**src/design/dptq_pkg.sv**
```systemverilog
// ----------------------------------------------------------------------------
// Task queue package
// Shared widths, opcode and status codes, controller states and the command
// and status bundles that join the controller to the datapath.
// ----------------------------------------------------------------------------
package dptq_pkg;

  // Defaults for the top-level parameters
  localparam int QUEUE_DEPTH_DEF = 16;
  localparam int PRIO_WIDTH_DEF  = 16;

  // Fixed field widths of the channels
  localparam int OP_W     = 3;
  localparam int ID_W     = 8;
  localparam int TIME_W   = 16;
  localparam int PRIO_IO_W = 16;
  localparam int STATUS_W = 2;
  localparam int OCC_W    = 5;

  typedef enum logic [OP_W-1:0] {
    OP_PUSH   = 3'd0,
    OP_POP    = 3'd1,
    OP_PEEK   = 3'd2,
    OP_UPDATE = 3'd3,
    OP_CLEAR  = 3'd4
  } dptq_op_t;

  typedef enum logic [STATUS_W-1:0] {
    RS_OK    = 2'd0,
    RS_EMPTY = 2'd1,
    RS_FULL  = 2'd2
  } dptq_status_t;

  typedef enum logic [3:0] {
    S_IDLE,
    S_EXEC,
    S_HEAD_WAIT,
    S_AGE,
    S_SORT_RD,
    S_KEY,
    S_CMP,
    S_PLACE,
    S_FINISH
  } dptq_state_t;

  // Commands from the controller to the datapath
  typedef struct packed {
    logic latch;       // capture the accepted word, clear the result
    logic push_write;  // write the new task at the tail
    logic set_full;    // report full on push
    logic set_empty;   // report empty on pop or peek
    logic clear_q;     // drop every task
    logic head_read;   // read the head entry
    logic head_load;   // copy the head entry into the result
    logic head_pop;    // advance the head
    logic age_start;   // begin the aging pass at entry 0
    logic age_step;    // write back one aged entry, read the next
    logic sort_begin;  // start the insertion sort at entry 1
    logic sort_read;   // read the entry to insert
    logic key_load;    // hold it as the key, read its left neighbor
    logic cmp_shift;   // move the neighbor one place right, read the next
    logic place;       // write the key into its slot
    logic out_load;    // move the result into the output register
  } dptq_cmd_t;

  // Status from the datapath to the controller
  typedef struct packed {
    logic [OP_W-1:0] opcode;
    logic            full;
    logic            empty;
    logic            multi;      // two or more tasks held
    logic            last;       // index is on the last held task
    logic            prio_gt;    // neighbor priority above the key
    logic            j_one;      // insert position is at entry 1
    logic            out_stall;  // output word still waiting
  } dptq_sts_t;

endpackage

```
**src/design/dptq_in_if.sv**
```systemverilog
// ----------------------------------------------------------------------------
// Task queue request channel
// Valid/ready channel that carries one queue operation per word.
// ----------------------------------------------------------------------------
interface dptq_in_if;
  logic                            valid;
  logic                            ready;
  logic [dptq_pkg::OP_W-1:0]       opcode;
  logic [dptq_pkg::ID_W-1:0]       task_id;
  logic [dptq_pkg::PRIO_IO_W-1:0]  task_priority;
  logic [dptq_pkg::TIME_W-1:0]     exec_time;
  logic [dptq_pkg::TIME_W-1:0]     time_left;
  logic [dptq_pkg::TIME_W-1:0]     now;

  modport source (output valid, opcode, task_id, task_priority, exec_time, time_left, now,
                  input ready);
  modport sink (input valid, opcode, task_id, task_priority, exec_time, time_left, now,
                output ready);
endinterface

```
**src/design/dptq_out_if.sv**
```systemverilog
// ----------------------------------------------------------------------------
// Task queue response channel
// Valid/ready channel that carries one result word per operation.
// ----------------------------------------------------------------------------
interface dptq_out_if;
  logic                            valid;
  logic                            ready;
  logic [dptq_pkg::ID_W-1:0]       head_id;
  logic [dptq_pkg::PRIO_IO_W-1:0]  head_priority;
  logic [dptq_pkg::TIME_W-1:0]     head_exec_time;
  logic [dptq_pkg::TIME_W-1:0]     head_time_left;
  logic [dptq_pkg::STATUS_W-1:0]   status;
  logic [dptq_pkg::OCC_W-1:0]      occupancy;

  modport source (output valid, head_id, head_priority, head_exec_time, head_time_left,
                  status, occupancy, input ready);
  modport sink (input valid, head_id, head_priority, head_exec_time, head_time_left,
                status, occupancy, output ready);
endinterface

```
**src/design/dptq_ctrl.sv**
```systemverilog
// ----------------------------------------------------------------------------
// Task queue controller
// Sequences each operation: push, pop, peek, clear, and the aging pass
// followed by a stable insertion sort over the task memory.
// ----------------------------------------------------------------------------
module dptq_ctrl (
  input  logic                clk,
  input  logic                rst,
  input  logic                in_valid,
  output logic                in_ready,
  input  dptq_pkg::dptq_sts_t sts,
  output dptq_pkg::dptq_cmd_t cmd
);

  dptq_pkg::dptq_state_t state;
  dptq_pkg::dptq_state_t state_next;

  // State register
  always_ff @(posedge clk) begin
    if (rst) begin
      state <= dptq_pkg::S_IDLE;
    end else begin
      state <= state_next;
    end
  end

  assign in_ready = (state == dptq_pkg::S_IDLE);

  // Next state and commands
  always_comb begin
    state_next = state;
    cmd        = '0;
    unique case (state)
      dptq_pkg::S_IDLE: begin
        if (in_valid) begin
          cmd.latch  = 1'b1;
          state_next = dptq_pkg::S_EXEC;
        end
      end
      dptq_pkg::S_EXEC: begin
        state_next = dptq_pkg::S_FINISH;
        unique case (dptq_pkg::dptq_op_t'(sts.opcode)) inside
          dptq_pkg::OP_PUSH: begin
            if (sts.full) begin
              cmd.set_full = 1'b1;
            end else begin
              cmd.push_write = 1'b1;
            end
          end
          dptq_pkg::OP_POP, dptq_pkg::OP_PEEK: begin
            if (sts.empty) begin
              cmd.set_empty = 1'b1;
            end else begin
              cmd.head_read = 1'b1;
              state_next    = dptq_pkg::S_HEAD_WAIT;
            end
          end
          dptq_pkg::OP_UPDATE: begin
            if (!sts.empty) begin
              cmd.age_start = 1'b1;
              state_next    = dptq_pkg::S_AGE;
            end
          end
          dptq_pkg::OP_CLEAR: begin
            cmd.clear_q = 1'b1;
          end
          default: begin
          end
        endcase
      end
      dptq_pkg::S_HEAD_WAIT: begin
        cmd.head_load = 1'b1;
        cmd.head_pop  = (dptq_pkg::dptq_op_t'(sts.opcode) == dptq_pkg::OP_POP);
        state_next    = dptq_pkg::S_FINISH;
      end
      dptq_pkg::S_AGE: begin
        cmd.age_step = 1'b1;
        if (sts.last) begin
          if (sts.multi) begin
            cmd.sort_begin = 1'b1;
            state_next     = dptq_pkg::S_SORT_RD;
          end else begin
            state_next = dptq_pkg::S_FINISH;
          end
        end
      end
      dptq_pkg::S_SORT_RD: begin
        cmd.sort_read = 1'b1;
        state_next    = dptq_pkg::S_KEY;
      end
      dptq_pkg::S_KEY: begin
        cmd.key_load = 1'b1;
        state_next   = dptq_pkg::S_CMP;
      end
      dptq_pkg::S_CMP: begin
        // Shift larger neighbors right until the key fits
        if (sts.prio_gt) begin
          cmd.cmp_shift = 1'b1;
          if (sts.j_one) begin
            state_next = dptq_pkg::S_PLACE;
          end
        end else begin
          state_next = dptq_pkg::S_PLACE;
        end
      end
      dptq_pkg::S_PLACE: begin
        cmd.place  = 1'b1;
        state_next = sts.last ? dptq_pkg::S_FINISH : dptq_pkg::S_SORT_RD;
      end
      dptq_pkg::S_FINISH: begin
        if (!sts.out_stall) begin
          cmd.out_load = 1'b1;
          state_next   = dptq_pkg::S_IDLE;
        end
      end
      default: begin
        state_next = dptq_pkg::S_IDLE;
      end
    endcase
  end

endmodule

```
**src/design/dptq_datapath.sv**
```systemverilog
// ----------------------------------------------------------------------------
// Task queue datapath
// Circular task memory with head pointer and count, aging logic, sort
// indexes and key register, and the result and output registers.
// ----------------------------------------------------------------------------
module dptq_datapath #(
  parameter int QUEUE_DEPTH = dptq_pkg::QUEUE_DEPTH_DEF,
  parameter int PRIO_WIDTH  = dptq_pkg::PRIO_WIDTH_DEF
) (
  input  logic                             clk,
  input  logic                             rst,
  input  dptq_pkg::dptq_cmd_t              cmd,
  output dptq_pkg::dptq_sts_t              sts,
  input  logic [dptq_pkg::OP_W-1:0]        opcode,
  input  logic [dptq_pkg::ID_W-1:0]        task_id,
  input  logic [dptq_pkg::PRIO_IO_W-1:0]   task_priority,
  input  logic [dptq_pkg::TIME_W-1:0]      exec_time,
  input  logic [dptq_pkg::TIME_W-1:0]      time_left,
  input  logic [dptq_pkg::TIME_W-1:0]      now,
  dptq_out_if.source                       rsp
);

  localparam int AW    = (QUEUE_DEPTH > 1) ? $clog2(QUEUE_DEPTH) : 1;
  localparam int CW    = $clog2(QUEUE_DEPTH + 1);
  localparam int PW    = PRIO_WIDTH;
  localparam int IW    = (PW > dptq_pkg::PRIO_IO_W) ? PW : dptq_pkg::PRIO_IO_W;
  localparam int TW    = dptq_pkg::TIME_W;
  localparam int IDW   = dptq_pkg::ID_W;
  localparam int REC_W = IDW + PW + 2 * TW;
  // Field offsets inside one record
  localparam int TL_LO = 0;
  localparam int EX_LO = TW;
  localparam int PR_LO = 2 * TW;
  localparam int ID_LO = 2 * TW + PW;

  localparam logic [PW-1:0] PRIO_MAX = {PW{1'b1}};

  // Map a position from the head to a memory address
  function automatic logic [AW-1:0] phys(input logic [AW-1:0] base,
                                         input logic [AW-1:0] idx);
    logic [AW:0] sum;
    sum = {1'b0, base} + {1'b0, idx};
    if (sum >= (AW+1)'(QUEUE_DEPTH)) begin
      sum = sum - (AW+1)'(QUEUE_DEPTH);
    end
    return sum[AW-1:0];
  endfunction

  logic [REC_W-1:0] mem [QUEUE_DEPTH];
  logic [REC_W-1:0] rd_data;
  logic [AW-1:0]    raddr;
  logic [AW-1:0]    waddr;
  logic [REC_W-1:0] wdata;
  logic             we;

  logic [AW-1:0]    head;
  logic [CW-1:0]    count;
  logic [AW-1:0]    idx_i;
  logic [AW-1:0]    idx_j;
  logic [REC_W-1:0] key;
  logic [REC_W-1:0] rec_in;
  logic [dptq_pkg::OP_W-1:0] op_q;
  logic [TW-1:0]    now_q;

  logic [IDW-1:0]                  res_id;
  logic [dptq_pkg::PRIO_IO_W-1:0]  res_prio;
  logic [TW-1:0]                   res_exec;
  logic [TW-1:0]                   res_tl;
  dptq_pkg::dptq_status_t          res_status;

  logic                            out_valid;
  logic [IDW-1:0]                  out_id;
  logic [dptq_pkg::PRIO_IO_W-1:0]  out_prio;
  logic [TW-1:0]                   out_exec;
  logic [TW-1:0]                   out_tl;
  logic [dptq_pkg::STATUS_W-1:0]   out_status;
  logic [dptq_pkg::OCC_W-1:0]      out_occ;

  logic [PW-1:0]    in_prio_sat;
  logic [IW-1:0]    in_prio_ext;
  logic [PW-1:0]    rd_prio;
  logic [PW-1:0]    key_prio;
  logic [PW-1:0]    aged_prio;
  logic [REC_W-1:0] aged_rec;
  logic [CW-1:0]    i_inc;
  logic [IW-1:0]    rd_prio_ext;

  // Saturate the pushed priority to the stored width
  always_comb begin
    in_prio_ext = IW'(task_priority);
    if (in_prio_ext > IW'(PRIO_MAX)) begin
      in_prio_sat = PRIO_MAX;
    end else begin
      in_prio_sat = in_prio_ext[PW-1:0];
    end
  end

  assign rd_prio     = rd_data[PR_LO +: PW];
  assign key_prio    = key[PR_LO +: PW];
  assign rd_prio_ext = IW'(rd_prio);
  assign i_inc       = CW'(idx_i) + CW'(1);

  // Age one entry: times four on exec time match, else times two on time left
  always_comb begin
    aged_prio = rd_prio;
    if (rd_data[EX_LO +: TW] == now_q) begin
      aged_prio = (|rd_prio[PW-1 -: 2]) ? PRIO_MAX : {rd_prio[PW-3:0], 2'b00};
    end else if (rd_data[TL_LO +: TW] == now_q) begin
      aged_prio = rd_prio[PW-1] ? PRIO_MAX : {rd_prio[PW-2:0], 1'b0};
    end
    aged_rec = rd_data;
    aged_rec[PR_LO +: PW] = aged_prio;
  end

  // Memory address and data selection
  always_comb begin
    raddr = phys(head, '0);
    waddr = phys(head, idx_i);
    wdata = aged_rec;
    we    = 1'b0;
    if (cmd.head_read) begin
      raddr = phys(head, '0);
    end
    if (cmd.age_step) begin
      raddr = phys(head, idx_i + AW'(1));
      we    = 1'b1;
    end
    if (cmd.sort_read) begin
      raddr = phys(head, idx_i);
    end
    if (cmd.key_load) begin
      raddr = phys(head, idx_i - AW'(1));
    end
    if (cmd.cmp_shift) begin
      raddr = phys(head, sts.j_one ? '0 : idx_j - AW'(2));
      waddr = phys(head, idx_j);
      wdata = rd_data;
      we    = 1'b1;
    end
    if (cmd.place) begin
      waddr = phys(head, idx_j);
      wdata = key;
      we    = 1'b1;
    end
    if (cmd.push_write) begin
      waddr = phys(head, AW'(count));
      wdata = rec_in;
      we    = 1'b1;
    end
  end

  // Task memory
  always_ff @(posedge clk) begin
    if (we) begin
      mem[waddr] <= wdata;
    end
    rd_data <= mem[raddr];
  end

  // Head pointer and count
  always_ff @(posedge clk) begin
    if (rst) begin
      head  <= '0;
      count <= '0;
    end else if (cmd.clear_q) begin
      head  <= '0;
      count <= '0;
    end else if (cmd.push_write) begin
      count <= count + CW'(1);
    end else if (cmd.head_pop) begin
      head  <= phys(head, AW'(1));
      count <= count - CW'(1);
    end
  end

  // Captured word, sort indexes and key
  always_ff @(posedge clk) begin
    if (cmd.latch) begin
      op_q   <= opcode;
      now_q  <= now;
      rec_in <= {task_id, in_prio_sat, exec_time, time_left};
    end
    if (cmd.age_start) begin
      idx_i <= '0;
    end else if (cmd.sort_begin) begin
      idx_i <= AW'(1);
    end else if (cmd.age_step || cmd.place) begin
      idx_i <= idx_i + AW'(1);
    end
    if (cmd.key_load) begin
      key   <= rd_data;
      idx_j <= idx_i;
    end else if (cmd.cmp_shift) begin
      idx_j <= idx_j - AW'(1);
    end
  end

  // Result of the current operation
  always_ff @(posedge clk) begin
    if (cmd.latch) begin
      res_id     <= '0;
      res_prio   <= '0;
      res_exec   <= '0;
      res_tl     <= '0;
      res_status <= dptq_pkg::RS_OK;
    end else begin
      if (cmd.set_full) begin
        res_status <= dptq_pkg::RS_FULL;
      end
      if (cmd.set_empty) begin
        res_status <= dptq_pkg::RS_EMPTY;
      end
      if (cmd.head_load) begin
        res_id   <= rd_data[ID_LO +: IDW];
        res_prio <= rd_prio_ext[dptq_pkg::PRIO_IO_W-1:0];
        res_exec <= rd_data[EX_LO +: TW];
        res_tl   <= rd_data[TL_LO +: TW];
      end
    end
  end

  // Output register: hold until taken
  always_ff @(posedge clk) begin
    if (rst) begin
      out_valid <= 1'b0;
    end else if (cmd.out_load) begin
      out_valid <= 1'b1;
    end else if (rsp.ready) begin
      out_valid <= 1'b0;
    end
  end

  always_ff @(posedge clk) begin
    if (cmd.out_load) begin
      out_id     <= res_id;
      out_prio   <= res_prio;
      out_exec   <= res_exec;
      out_tl     <= res_tl;
      out_status <= res_status;
      out_occ    <= dptq_pkg::OCC_W'(count);
    end
  end

  assign rsp.valid          = out_valid;
  assign rsp.head_id        = out_id;
  assign rsp.head_priority  = out_prio;
  assign rsp.head_exec_time = out_exec;
  assign rsp.head_time_left = out_tl;
  assign rsp.status         = out_status;
  assign rsp.occupancy      = out_occ;

  // Status toward the controller
  always_comb begin
    sts.opcode    = op_q;
    sts.full      = (count == CW'(QUEUE_DEPTH));
    sts.empty     = (count == '0);
    sts.multi     = (count >= CW'(2));
    sts.last      = (i_inc == count);
    sts.prio_gt   = (rd_prio > key_prio);
    sts.j_one     = (idx_j == AW'(1));
    sts.out_stall = out_valid && !rsp.ready;
  end

`ifndef SYNTHESIS
  a_count_bound: assert property (@(posedge clk) disable iff (rst)
    count <= CW'(QUEUE_DEPTH))
    else $error("task count above queue depth");

  a_push_room: assert property (@(posedge clk) disable iff (rst)
    cmd.push_write |-> (count < CW'(QUEUE_DEPTH)))
    else $error("push written into a full queue");

  a_pop_count: assert property (@(posedge clk) disable iff (rst)
    cmd.head_pop |=> (count == $past(count) - CW'(1)))
    else $error("pop did not drop the count by one");

  a_place_order: assert property (@(posedge clk) disable iff (rst)
    cmd.place |-> (idx_j <= idx_i))
    else $error("sort key placed right of its source");

  a_out_no_overwrite: assert property (@(posedge clk) disable iff (rst)
    cmd.out_load |-> !(out_valid && !rsp.ready))
    else $error("result overwrote a waiting output word");
`endif

endmodule

```
**src/design/dynamic_priority_task_queue_top.sv**
```systemverilog
// ----------------------------------------------------------------------------
// Task queue with priority aging
// Bounded task queue: push, pop, peek, clear, and an update that ages
// priorities against the current time and stably re-sorts by priority.
//
//   channel  dir  handshake     word
//   req      in   valid/ready   opcode, task_id, task_priority, exec_time,
//                               time_left, now
//   rsp      out  valid/ready   head_id, head_priority, head_exec_time,
//                               head_time_left, status, occupancy
//
// Push, clear and the error cases load the output register in the finish
// step after exec; pop and peek pass a head-wait step first for the
// registered memory read. req is ready again once the controller is idle.
// Update ages each of the n tasks held, then inserts each entry in turn by
// read, key, compare-and-shift and place steps (moves total near n*n/2 at
// worst). A stalled rsp holds the next result in the finish step. Reset
// empties the queue at once; no memory sweep follows it.
// ----------------------------------------------------------------------------
module dynamic_priority_task_queue_top #(
  parameter int QUEUE_DEPTH = dptq_pkg::QUEUE_DEPTH_DEF,
  parameter int PRIO_WIDTH  = dptq_pkg::PRIO_WIDTH_DEF
) (
  input  logic       clk,
  input  logic       rst,
  dptq_in_if.sink    req,
  dptq_out_if.source rsp
);

  dptq_pkg::dptq_cmd_t cmd;
  dptq_pkg::dptq_sts_t sts;
  logic                ready;

  // Operation sequencer
  dptq_ctrl u_ctrl (
    .clk      (clk),
    .rst      (rst),
    .in_valid (req.valid),
    .in_ready (ready),
    .sts      (sts),
    .cmd      (cmd)
  );

  assign req.ready = ready;

  // Task memory and result path
  dptq_datapath #(
    .QUEUE_DEPTH (QUEUE_DEPTH),
    .PRIO_WIDTH  (PRIO_WIDTH)
  ) u_datapath (
    .clk           (clk),
    .rst           (rst),
    .cmd           (cmd),
    .sts           (sts),
    .opcode        (req.opcode),
    .task_id       (req.task_id),
    .task_priority (req.task_priority),
    .exec_time     (req.exec_time),
    .time_left     (req.time_left),
    .now           (req.now),
    .rsp           (rsp)
  );

endmodule

```
**src/flat_wrapper.sv**
```systemverilog
// flat-port wrapper written by rule: the top's interface ports become plain ports
module dynamic_priority_task_queue_top_flat 
#(
  parameter int QUEUE_DEPTH = dptq_pkg::QUEUE_DEPTH_DEF,
  parameter int PRIO_WIDTH  = dptq_pkg::PRIO_WIDTH_DEF
)
  (clk, rst, req_valid, req_opcode, req_task_id, req_task_priority, req_exec_time, req_time_left, req_now, req_ready, rsp_valid, rsp_head_id, rsp_head_priority, rsp_head_exec_time, rsp_head_time_left, rsp_status, rsp_occupancy, rsp_ready);
  dptq_in_if req_i ();
  dptq_out_if rsp_i ();
  input  logic clk;
  input  logic rst;
  input wire logic [$bits(req_i.valid)-1:0] req_valid;
  input wire logic [$bits(req_i.opcode)-1:0] req_opcode;
  input wire logic [$bits(req_i.task_id)-1:0] req_task_id;
  input wire logic [$bits(req_i.task_priority)-1:0] req_task_priority;
  input wire logic [$bits(req_i.exec_time)-1:0] req_exec_time;
  input wire logic [$bits(req_i.time_left)-1:0] req_time_left;
  input wire logic [$bits(req_i.now)-1:0] req_now;
  output wire logic [$bits(req_i.ready)-1:0] req_ready;
  output wire logic [$bits(rsp_i.valid)-1:0] rsp_valid;
  output wire logic [$bits(rsp_i.head_id)-1:0] rsp_head_id;
  output wire logic [$bits(rsp_i.head_priority)-1:0] rsp_head_priority;
  output wire logic [$bits(rsp_i.head_exec_time)-1:0] rsp_head_exec_time;
  output wire logic [$bits(rsp_i.head_time_left)-1:0] rsp_head_time_left;
  output wire logic [$bits(rsp_i.status)-1:0] rsp_status;
  output wire logic [$bits(rsp_i.occupancy)-1:0] rsp_occupancy;
  input wire logic [$bits(rsp_i.ready)-1:0] rsp_ready;
  assign req_i.valid = req_valid;
  assign req_i.opcode = req_opcode;
  assign req_i.task_id = req_task_id;
  assign req_i.task_priority = req_task_priority;
  assign req_i.exec_time = req_exec_time;
  assign req_i.time_left = req_time_left;
  assign req_i.now = req_now;
  assign req_ready = req_i.ready;
  assign rsp_valid = rsp_i.valid;
  assign rsp_head_id = rsp_i.head_id;
  assign rsp_head_priority = rsp_i.head_priority;
  assign rsp_head_exec_time = rsp_i.head_exec_time;
  assign rsp_head_time_left = rsp_i.head_time_left;
  assign rsp_status = rsp_i.status;
  assign rsp_occupancy = rsp_i.occupancy;
  assign rsp_i.ready = rsp_ready;
  dynamic_priority_task_queue_top #(.QUEUE_DEPTH(QUEUE_DEPTH), .PRIO_WIDTH(PRIO_WIDTH)) u_core (.clk(clk), .rst(rst), .req(req_i), .rsp(rsp_i));
endmodule
```
**config.mk**
```make
export PLATFORM = sky130hd
export DESIGN_NAME = dynamic_priority_task_queue_top_flat
export DESIGN_NICKNAME = d
export VERILOG_FILES = /design/src/design/dptq_pkg.sv /design/src/design/dptq_in_if.sv /design/src/design/dptq_out_if.sv /design/src/design/dptq_ctrl.sv /design/src/design/dptq_datapath.sv /design/src/design/dynamic_priority_task_queue_top.sv /design/src/flat_wrapper.sv
export SDC_FILE = /design/constraint.sdc
export NUM_CORES = 2
export LEC_CHECK = 0
export BUFFER_PORTS_ARGS = -buffer_cell sky130_fd_sc_hd__buf_2
export CAP_MARGIN = 15
export CORE_AREA = 8 8 320 322
export CTS_CLUSTER_DIAMETER = 50
export DETAILED_ROUTE_END_ITERATION = 10
export DIE_AREA = 0 0 328 330
export HOLD_SLACK_MARGIN = 0.15
export PLACE_DENSITY = 0.66
export SLEW_MARGIN = 20
export SYNTH_ARGS = -nofsm -noshare
export SYNTH_HDL_FRONTEND = slang
export SYNTH_SLANG_ARGS = --single-unit
```
**constraint.sdc**
```tcl
create_clock -name clk -period 11 [get_ports clk]
set_input_delay 2.75 -clock clk [delete_from_list [all_inputs] [get_ports clk]]
set_output_delay 2.75 -clock clk [all_outputs]
set_load 0.02 [all_outputs]
```
=== Word level (Yosys, flattened, before mapping) ===
Memory sizes are Yosys's and may differ from the RTL's. A register that Yosys moved wholly into a read port is not among the register bits.
Index checks and enable logic that the tools add are counted.
Widths: inputs -> output; s select.

* Bitwise operators: 1
* Muxes and demuxes: 74
* Equal/unequal tests: 21
* Reduce and logical (&&, ||, !) cells: 18
* Add/subtract/negate cells: 22
* Order comparisons: 11

{| class="wikitable"
|+ Operators with widths
! cell !! count
|-
| $mux 56 || 2
|-
| $mux 4 || 27
|-
| $mux 16 || 4
|-
| $mux 48 || 1
|-
| $sub 4x1->4 const B || 10
|-
| $pmux 4 s9 || 1
|-
| $ge 5x5->1 const B || 7
|-
| $eq 16x16->1 || 2
|-
| $mux 1 || 32
|-
| $add 4x4->5 || 6
|-
| $eq 4x3->1 const B || 4
|-
| $gt 16x16->1 || 1
|-
| $gt 16x16->1 const B || 1
|-
| $mux 5 || 3
|-
| $add 4x1->5 const B || 2
|-
| $reduce_bool 2->1 || 5
|-
| $reduce_or 2->1 || 5
|-
| $eq 4x1->1 const B || 2
|-
| $eq 4x2->1 const B || 2
|-
| $pmux 4 s2 || 1
|-
| $eq 3x2->1 const B || 2
|-
| $mux 2 || 3
|-
| $ne 2x2->1 const B || 3
|-
| $add 5x1->5 const B || 1
|-
| other kinds (20) || 20
|}

* Register bits after elaboration: 274
* Memories kept: 1
* Logic and storage cells: 172
* RAM bits: 896
* Input port bits: 79
* Output and inout bits: 65

{| class="wikitable"
|+ Memories
! name !! depth !! width !! read ports !! clocked after memory_dff !! write ports !! RTL line !! source
|-
| u_core.u_datapath.mem || 16 || 56 || 1 || 1 || 1 || dptq_datapath.sv:49 || <nowiki>logic [REC_W-1:0] mem [QUEUE_DEPTH];</nowiki>
|}

=== Longest topological paths before layout ===
* Depth in word-level cells: 10
* Gate-level depth with buffers: 16
* Depth with buffers taken out: 14

=== Modules after synthesis ===
Synthesis repeated with hierarchy kept, for this count alone.

* Cells, all modules: 3358
* Area, all modules: 48607.9 um2

{| class="wikitable"
|+ Modules (own cells, without submodules)
! module !! cells an instance !! instances !! area an instance (um2) !! sequential area each (um2)
|-
| dptq_datapath || 3289 || 1 || 48132.4 || 35414.0
|-
| dptq_ctrl || 69 || 1 || 475.5 || 80.1
|}

=== Worst setup path before layout ===
Ideal clock, no wire load.

* Path kind: register -> register
* Start point: register u_core.u_datapath.key[33]
* End point: memory u_core.u_datapath.mem[10][0] (netlist name) (enable)
* Period minus slack after synthesis: 7257 ps
* Cell stages (with the launch flop): 13
* Setup time: 539 ps
* Required time: 10461 ps
* Slack: 3743 ps
* Arrival: 6718 ps
* Buffers on the path: 1
* Path through: edfxtp_1 -> inv_1 -> ha_1 -> nor2b_1 -> o211ai_1 -> a2111oi_2 -> or4b_1 -> buf_2 -> a21oi_2 -> mux2_1 -> a21oi_1 -> or3b_1 -> nor3_1

* Cells in the longest elaborated chain, start to end: 8
* Elaborated cells on any way between the ends: 11
* Those cells by class: 1 x order compare; 10 x mux

{| class="wikitable"
|+ Ends and longest elaborated chain
! item !! RTL line !! source
|-
| start: declaration || dptq_datapath.sv:60 || <nowiki>logic [REC_W-1:0] key;</nowiki>
|-
| start signal: assignment || dptq_datapath.sv:191 || <nowiki>key <= rd_data;</nowiki>
|-
| $gt 16x16->1 * || dptq_datapath.sv:259 || <nowiki>sts.prio_gt = (rd_prio > key_prio);</nowiki>
|-
| $mux 1 * || dptq_ctrl.sv:97 || <nowiki>if (sts.prio_gt) begin</nowiki>
|-
| $mux 1 * || dptq_ctrl.sv:33 || <nowiki>unique case (state)</nowiki>
|-
| $mux 1 || dptq_datapath.sv:134 || <nowiki>if (cmd.cmp_shift) begin</nowiki>
|-
| $mux 1 || dptq_datapath.sv:140 || <nowiki>if (cmd.place) begin</nowiki>
|-
| $mux 1 || dptq_datapath.sv:145 || <nowiki>if (cmd.push_write) begin</nowiki>
|-
| $mux 1 || dptq_datapath.sv:154 || <nowiki>if (we) begin</nowiki>
|-
| $mux 1 (implied by the code) || dptq_datapath.sv:155 || <nowiki>mem[waddr] <= wdata;</nowiki>
|-
| end: declaration || dptq_datapath.sv:49 ||
|}

Every way passes the cells marked *; elsewhere a longest branch is shown, timed or not.

=== Worst setup path after layout ===
* Start point: register u_core.u_datapath.rd_data[47], read port of u_core.u_datapath.mem
* End point: memory u_core.u_datapath.mem[9][50] (netlist name) (enable)

* Cells in the longest elaborated chain, start to end: 8
* Elaborated cells on any way between the ends: 11
* Those cells by class: 1 x order compare; 10 x mux

{| class="wikitable"
|+ Ends and longest elaborated chain
! item !! RTL line !! source
|-
| start: declaration || dptq_datapath.sv:50 || <nowiki>logic [REC_W-1:0] rd_data;</nowiki>
|-
| $gt 16x16->1 * || dptq_datapath.sv:259 ||
|-
| $mux 1 * || dptq_ctrl.sv:97 ||
|-
| $mux 1 * || dptq_ctrl.sv:33 ||
|-
| $mux 1 || dptq_datapath.sv:134 ||
|-
| $mux 1 || dptq_datapath.sv:140 ||
|-
| $mux 1 || dptq_datapath.sv:145 ||
|-
| $mux 1 || dptq_datapath.sv:154 ||
|-
| $mux 1 (implied by the code) || dptq_datapath.sv:155 ||
|}

Marked as above.

==> impl_results.md <==
- Outcome: complete, no violations
- LEAKAGE: 0.0191 uW
- Vias per cell: 6.12
- Synthesized cell area: 48100 um^2
- Mux contribution to synthesized area: 0.257%
- Crit path max fanout: 42
- Nets@finish: 3688
- Chip Height: 330 um
- Hold crit path type: flip-flop to flip-flop
- Final core utilization: 55.9%
- YS warnings: 0
- Number of remaining DRC errors: 0
- Commonest non-fill, non-tap cell in the layout: edfxtp_1
- Synth Area in Adders: 1.41%
- Cell Pwr Density: 274 nW/um^2
- PostCTS Resize Cnt: 0
- Clock Tree Buf Depth: 3
- Layout cell share with drive strength beyond 1: 13.9%
- Critical Path RT: 11.30 ns
- Synth Area in Compound Gates: 11.8%
- Vias post-DR: 30300
- Startpoint Class: flip-flop
- Critical path arrival: 6.27 ns
- Xor-xnor portion of the synthesized cell area: 1.26%
- Largest net degree at the start of global routing: 199
- Initial antenna violation count: 10
- Simple-gate share of the synthesized area: 8.87%
- Clock root buffer: clkbuf_16
- Hold-fix buffers, CTS: 0
- Maxcap violations: 0
- Gate Count Post-Synth: 3460
- Clock sink count: 1226
- Overflow after GRT: 0
- Gr usage total: 23.2%
- Per-cell routed wire length: 26.1 um
- Top_reg_cell synth: edfxtp_1
- Vias in the first global route: 29200
- Max rail drop VDD: 268 uV
- Slew headroom: 19.7%
- Routed Wire Length: 129000 um
- Crit Path Class: flip-flop to flip-flop
- TritonCTS Buffers: 120
- Final hold violations: 0
- Starting density of the core: 49.4%
- Register area share after synthesis: 73.8%
- Most frequent cells in the layout: edfxtp_1, nand2_1, a21oi_1
- Worst setup EP type: flip-flop
- EDFF count, synth: 1094
- Filler cell count: 7578
- Library cells used by synthesis: 65
- Post-DP HPWL: 68700 um
- Seq cells post-synth: 1226
- CTS clk-pin slew, worst paths: 0.06 ns
- DR iter-0 viols: 4119
- Clk_skew: 0.0255 ns
- Post-CTS setup buffers: 0
- RSZ-0062 raised after global routing: false
- Syn_nets: 3589
- Crit path time final: 5.96 ns
- Die width: 328 um
- Syn avg cell area: 13.9 um^2
- Drt first pass iters: 7
- Antenna Nets Post-Route: 0
- Combinational family with the most area after synthesis: compound AO/OA/AOI/OAI gates
- IO Pins: 144
- Fmax achieved: 0.168 GHz
- Tcrit/Tclk final: 54.2%
- CTS tree: yes
- Row cnt: 115
- CTS H-tree depth: 3
- Port buffer count: 143
- Slew @ Worst Pin: 1.20 ns
- First-pass GRT wire length: 189000 um
- Ys async rst share: 0%
- Clock latency on the worst-skew pair: 0.70 ns
- Final setup fails: 0
- Area growth from synthesis to layout: 13.3%
- Die Area: 108000 um^2
- Slew Viols, Final: 0
- Placer congestion estimate: 0.867
- Core area: 97400 um^2
- Setup_tns: 0 ns
sequential cells by signal, indices dropped and copies added (netlist names), 5 cells and up:
name                                  count
u_core.u_datapath.count                   5
u_core.u_datapath.key                    56
u_core.u_datapath.mem                   896
u_core.u_datapath.now_q                  16
u_core.u_datapath.rd_data                56
u_core.u_datapath.rec_in                 56
u_core.u_datapath.res_exec               16
u_core.u_datapath.res_id                  8
u_core.u_datapath.res_prio               16
u_core.u_datapath.res_tl                 16
u_core.u_datapath.rsp.head_exec_time     16
u_core.u_datapath.rsp.head_id             8
u_core.u_datapath.rsp.head_priority      16
u_core.u_datapath.rsp.head_time_left     16
u_core.u_datapath.rsp.occupancy           5
cell usage after synthesis, types with 17 or more instances:
cell / number / area share (%)
o21ai_0: 23 / 0.24
nor2_1: 80 / 0.62
inv_1: 30 / 0.23
xor2_1: 50 / 0.91
buf_2: 51 / 0.53
xnor2_1: 19 / 0.35
nand2_1: 587 / 4.6
clkbuf_1: 163 / 1.3
a221oi_1: 114 / 2.1
a21oi_1: 426 / 4.4
nor3_1: 17 / 0.18
or4_1: 58 / 0.91
ha_1: 43 / 1.1
buf_6: 17 / 0.40
edfxtp_1: 1094 / 68
a31oi_1: 46 / 0.60
and3_1: 116 / 1.5
dfxtp_1: 132 / 5.5
a211oi_1: 223 / 3.5
power by group:
part           switching (uW)  internal, uW  total (uW)  leakage, uW
combinational            2870          1170        4040      0.00602
clock                    1720          2520        4240      0.00205
sequential                395          6230        6630       0.0110
total                    4990          9920       14900       0.0191
per-stage QoR:
stage | cells | hold WS (ns) | worst slack, ns | total power, uW | area [um^2]
after global placement | 4724 | 0.412 | 5.36 | 10600 | 50100
after CTS | 4950 | 0.429 | 5.16 | 14900 | 54300
final | 4951 | 0.430 | 5.04 | 14900 | 54500
after global routing | 4950 | 0.439 | 4.85 | 15500 | 54500
after floorplan | 3460 | 0.408 | 3.74 | 9250 | 48100
after detailed placement | 4724 | 0.414 | 5.19 | 10600 | 50200
cell families (layout without fill, tap and decap cells):
group | after synthesis | after routing
AND/OR/NAND/NOR | 933 | 933
flip-flops | 1226 | 1226
XOR/XNOR | 69 | 69
multiplexers | 12 | 12
buffers and inverters | 278 | 481
AO/OA/AOI/OAI | 892 | 892
adder cells (fa/ha/maj) | 50 | 50
other | 0 | 1
worst paths after layout:
check | start | to | slack (ns) | cells past startpoint
worst max-delay path | u_core.u_datapath.rd_data[47] | u_core.u_datapath.mem[9][50] | 5.04 | 11
worst min-delay path | u_core.u_datapath.res_tl[4] | u_core.u_datapath.rsp.head_time_left[4] | 0.43 | 0
worst max register to register | u_core.u_datapath.rd_data[47] | u_core.u_datapath.mem[9][50] | 5.04 | 11
worst min register to register | u_core.u_datapath.res_tl[4] | u_core.u_datapath.rsp.head_time_left[4] | 0.43 | 0
worst max-delay path: stages (launching register included):
cell and delay [ns]:
dfxtp_1 0.39, ha_1 0.35, nand4_2 0.17, or4_1 0.65, and3_1 0.33, a21oi_2 0.69, mux2_1 0.40, a21oi_1 0.24
or3b_1 0.49, nor3_2 0.76, buf_4 0.36, buf_4 0.66
per-layer routing:
metal  GRT usage [%]  wire length (um)  part of all wire, %  vias to the layer above
li1                -                 -                    -                    13400
met5               0                49                0.038                        -
met2            36.4             59500                   46                     1575
met3            3.98             12900                  9.9                      267
met4            7.79              4130                  3.2                        8
met1            32.8             52800                   41                    15000
cell type report:
cell class,instances,area [um^2],area share [%]
clock buffers,165,3440,6.31
multi-input cells,1956,11800,21.6
clock inverters,61,699,1.28
flip-flops and latches,1226,35500,65.1
repair buffers,225,1370,2.51
well taps,1287,1610,2.95
inverters,30,116,0.214
diodes,1,2.50,0.00459
Power figures use the tool's default switching activity.
